[config.mk]
export PLATFORM = sky130hd
export DESIGN_NAME = clfq_line_ram
export DESIGN_NICKNAME = d
export VERILOG_FILES = /design/src/rtl/clfq_line_ram.sv
export SDC_FILE = /design/constraint.sdc
export NUM_CORES = 2
export LEC_CHECK = 0
export ABC_AREA = 1
export BUFFER_PORTS_ARGS = -buffer_cell sky130_fd_sc_hd__buf_2
export CORE_ASPECT_RATIO = 0.5
export CORE_MARGIN = 5
export CORE_UTILIZATION = 40
export CTS_BUF_LIST = sky130_fd_sc_hd__clkbuf_16
export CTS_CLUSTER_DIAMETER = 100
export DETAILED_ROUTE_END_ITERATION = 8
export GPL_ROUTABILITY_DRIVEN = 0
export PLACE_DENSITY = 0.59
export SLEW_MARGIN = 20
export SYNTH_ARGS = -nofsm -noshare
export SYNTH_HDL_FRONTEND = slang
export SYNTH_SLANG_ARGS = --single-unit
[constraint.sdc]
create_clock -name clock -period 2.3 [get_ports clock]
set_input_delay 0.575 -clock clock [delete_from_list [all_inputs] [get_ports clock]]
set_output_delay 0.575 -clock clock [all_outputs]
set_load 0.005 [all_outputs]
[src/rtl/clfq_line_ram.sv]
`default_nettype none
module clfq_line_ram #(
   parameter int ADDR_W = 9
) (
   input  wire              clock,
   input  wire              wr_en,
   input  wire [ADDR_W-1:0] wr_addr,
   input  wire [7:0]        wr_data,
   input  wire              rd_en,
   input  wire [ADDR_W-1:0] rd_addr,
   output logic [7:0]       rd_data
);

   localparam int DEPTH = 1 << ADDR_W;

   logic [7:0] mem [DEPTH];
   logic [7:0] rd_data_ff;

   always_ff @(posedge clock) begin
      if (wr_en) begin
         mem[wr_addr] <= wr_data;
      end
      if (rd_en) begin
         rd_data_ff <= mem[rd_addr];
      end
   end

   assign rd_data = rd_data_ff;

endmodule
`default_nettype wire

==> metrics.txt <==
# TYPE chip_impl_metric gauge
chip_impl_info{name="run_status",value="finished, violations left"} 1
chip_impl_info{name="violations",value="negative setup slack"} 1
chip_impl_metric{name="max_slew_margin",unit="%"} 40.3
chip_impl_metric{name="critical_path_peak_fanout",unit=""} 17
chip_impl_info{name="holdPathEnd",value="mem[487][2]"} 1
chip_impl_metric{name="std_cell_rows",unit=""} 167
chip_impl_metric{name="worstPathRequired",unit="ns"} 3.10
chip_impl_metric{name="wl_per_cell",unit="um"} 24.1
chip_impl_metric{name="worst_slew_pin_slew",unit="ns"} 0.895
chip_impl_metric{name="grt_first_pass_wirelength",unit="um"} 736000
chip_impl_metric{name="drc_errors",unit=""} 0
chip_impl_metric{name="detailedPlacementHpwl",unit="um"} 316000
chip_impl_info{name="rsz0062_at_grt",value="true"} 1
chip_impl_info{name="min_path_type",value="primary input to flop"} 1
chip_impl_metric{name="yosys.cell_types.count",unit=""} 15
chip_impl_metric{name="timing.final.crit_share",unit="%"} 102
chip_impl_info{name="final_cell_mix",value="4,144 x nand2_1, 4,104 x edfxtp_1, 4,026 x nand3_1"} 1
chip_impl_metric{name="reg2regPathDepth",unit=""} 10
chip_impl_metric{name="num_vias",unit=""} 114521
chip_impl_metric{name="yosysWarnings",unit=""} 0
chip_impl_metric{name="boundary_pin_count",unit=""} 37
chip_impl_metric{name="tritoncts.num_buffers",unit=""} 383
chip_impl_metric{name="total_routing_resource_utilization_after_global_routing",unit="%"} 22.7
chip_impl_metric{name="synth.cell_area",unit="mm2"} 0.167
chip_impl_metric{name="fmaxAchievable",unit="MHz"} 425
chip_impl_metric{name="crit_buf_inv",unit=""} 6
chip_impl_metric{name="clk_latency",unit="ns"} 0.95
chip_impl_info{name="cp_cell_instances",value="buf_12, inv_16, buf_4, buf_12, buf_4, nand2_1, nand3_1, nand3_1, nand3_1, nand3_1, nand3_1, nand3_1, buf_4, nand3_1, nand3_1, nand2_1"} 1
chip_impl_metric{name="clock_path_buffers",unit=""} 4
chip_impl_metric{name="worst_slack",unit="ns"} -0.0550
chip_impl_metric{name="cp_slowest_stage_delay",unit="ns"} 0.25
chip_impl_info{name="cts.root.buffer_cell",value="clkbuf_16"} 1
chip_impl_info{name="worst_path_dominant_cell_family",value="simple AND/OR/NAND/NOR gates"} 1
chip_impl_metric{name="coreArea",unit="mm2"} 0.415
chip_impl_metric{name="final_layout_size_suffix_gt1_share",unit="%"} 14.8
chip_impl_metric{name="hold_viol_final",unit=""} 0
chip_impl_metric{name="max_slew_violation_count",unit=""} 0
chip_impl_metric{name="finClkSkew",unit="ns"} 0.0403
chip_impl_info{name="crit_reg_reg_endpoint",value="rd_data[4]"} 1
chip_impl_metric{name="setup_violations",unit=""} 4
chip_impl_metric{name="placement.setup.worst_slack",unit="ns"} -1.20
chip_impl_metric{name="critPathArrivalTime",unit="ns"} 3.16
chip_impl_metric{name="power.density_cell_area",unit="mW/mm2"} 790
chip_impl_metric{name="synth_largest_type_area_fraction",unit="%"} 73.9
chip_impl_metric{name="antenna_found_initial",unit=""} 23
chip_impl_metric{name="core_occupancy_in_the_finished_layout",unit="%"} 47.8
chip_impl_metric{name="synth.avg_cell_area",unit="um2"} 12.0
chip_impl_info{name="worst_hold_startpoint",value="wr_data[2]"} 1
chip_impl_metric{name="drt_pre_antenna_iters",unit=""} 6
chip_impl_info{name="critical_path.reg2reg.startpoint",value="mem[395][4]"} 1
chip_impl_info{name="synthDominantAreaCellType",value="edfxtp_1"} 1
chip_impl_metric{name="die-width",unit="um"} 923
chip_impl_metric{name="layout-area-overhead-vs-synth",unit="%"} 18.8
chip_impl_metric{name="max-vdd-ir-drop",unit="mV"} 0.615
chip_impl_info{name="type_of_the_worst_setup_path",value="primary input to flop"} 1
chip_impl_metric{name="post-route-min-period",unit="ns"} 2.36
chip_impl_metric{name="htreeDepth",unit=""} 5
chip_impl_metric{name="synthesis.nets",unit=""} 13920
chip_impl_metric{name="design.final.nets",unit=""} 14978
chip_impl_metric{name="clk_pin_slew_worst_paths",unit="ns"} 0.06
chip_impl_metric{name="initialDrtViolationCount",unit=""} 15030
chip_impl_metric{name="rrSetupSlack",unit="ns"} 0.06
chip_impl_metric{name="grt_pass1_vias",unit=""} 108623
chip_impl_metric{name="initial_utilization",unit="%"} 40.2
chip_impl_info{name="timing.critical_path.slowest_stage_cell",value="buf_4"} 1
chip_impl_metric{name="p_leak",unit="uW"} 0.0716
chip_impl_metric{name="dieArea",unit="mm2"} 0.431
chip_impl_metric{name="min_path_cells",unit=""} 1
chip_impl_metric{name="timing.max_cap.violations",unit=""} 0
chip_impl_info{name="end_kind",value="flop"} 1
chip_impl_info{name="cpMostUsedCell",value="nand3_1"} 1
chip_impl_metric{name="die_height",unit="um"} 467
chip_impl_metric{name="synthCells",unit=""} 13891
chip_impl_metric{name="cts_num_sinks",unit=""} 4104
chip_impl_info{name="cp-start-kind",value="primary input"} 1
chip_impl_info{name="synth_area_leaders",value="edfxtp_1 74%, nand3_1 12%, nand2_1 9.4%"} 1
chip_impl_metric{name="detail_route.wirelength",unit="um"} 503000
chip_impl_metric{name="seq_area_frac_synth",unit="%"} 73.9
chip_impl_metric{name="synth.ff_latch_count",unit=""} 4104
chip_impl_metric{name="largest_net_degree_at_the_start_of_global_routing",unit=""} 103
chip_impl_metric{name="globalRoute.totalOverflow",unit=""} 0
chip_impl_metric{name="io_buffer_count",unit=""} 36
chip_impl_metric{name="final_antenna_net_count",unit=""} 0
chip_impl_info{name="layout.cells.most_common",value="nand2_1"} 1
chip_impl_info{name="clock_tree_from_tritoncts",value="yes"} 1
chip_impl_metric{name="vias_per_cell",unit=""} 5.50
Yosys cell counts (all sizes together):
master and n:
buf 799, edfxtp 4104, nand3 4080, inv 39, nor3 11, clkbuf 184, nand2 4160, nor2 514
through the flow:
stage | TNS, ns | instances | hold WS [ns] | total power (uW) | instance area, um2
global placement | -50.87 | 20115 | 0.953 | 94900 | 185000
floorplan | 0 | 13891 | 0.674 | 89100 | 167000
CTS | -0.283 | 20819 | 0.00494 | 157000 | 197000
finish | -0.115 | 20840 | 0.0563 | 157000 | 198000
detailed placement | -62.76 | 20115 | 0.954 | 95000 | 185000
global route | -0.251 | 20838 | 0.0234 | 161000 | 198000
power breakdown:
group	switching [uW]	leakage (uW)	internal, uW
Combinational	7860	0.0284	3470
Clock	28100	0.00631	34700
Sequential	51.0	0.0369	82300
flip-flops by register name (all words and copies together) (netlist names):
name,count
mem,4096
rd_data,8
cell families after synthesis:
logic type	after synthesis	synth area share (%)
flip-flops	4104	73.9
buffers and inverters	1022	3.33
AND/OR/NAND/NOR	8765	22.8
how the worst max path moves through the flow:
stage / from / depth (start not counted) / slack [ns] / endpoint
after global routing: rd_data[2] / 1 / -0.06 / rd_data[2]
after detailed placement: rd_addr[1] / 12 / -1.20 / rd_data[0]
after global placement: rd_addr[1] / 12 / -1.25 / rd_data[0]
after CTS: rd_data[2] / 1 / -0.09 / rd_data[2]
after floorplan: wr_addr[4] / 7 / 0.13 / mem[212][0]
final: rd_addr[0] / 16 / -0.06 / rd_data[1]
repair_timing:
item / 4_1_cts / 5_1_grt
setup buffers: 5 / 8
hold endpoints to repair: 34 / 0
gates resized for setup: 33 / 75
endpoints found under the setup margin: 12 / 11
gates cloned: 1 / 9
hold buffers: 5 / 0
pin swaps: 0 / 0
layer usage:
metal	global-route usage, %	wire length, um
met4	7.15	17200
met2	34.6	224000
met3	3.77	48100
met1	33.3	213000
met5	0	27
area by class of cell:
type | count | area [um2]
Multi-Input combinational cell | 8765 | 38500
Timing Repair inverter | 1 | 8.76
Clock inverter | 304 | 2390
Clock buffer | 391 | 9780
Fill cell | 36303 | 217000
Tap cell | 5577 | 6980
Sequential cell | 4104 | 123000
Inverter | 39 | 213
Antenna cell | 4 | 10.0
Timing Repair Buffer | 1655 | 17100
(Power assumes the default switching activity.)
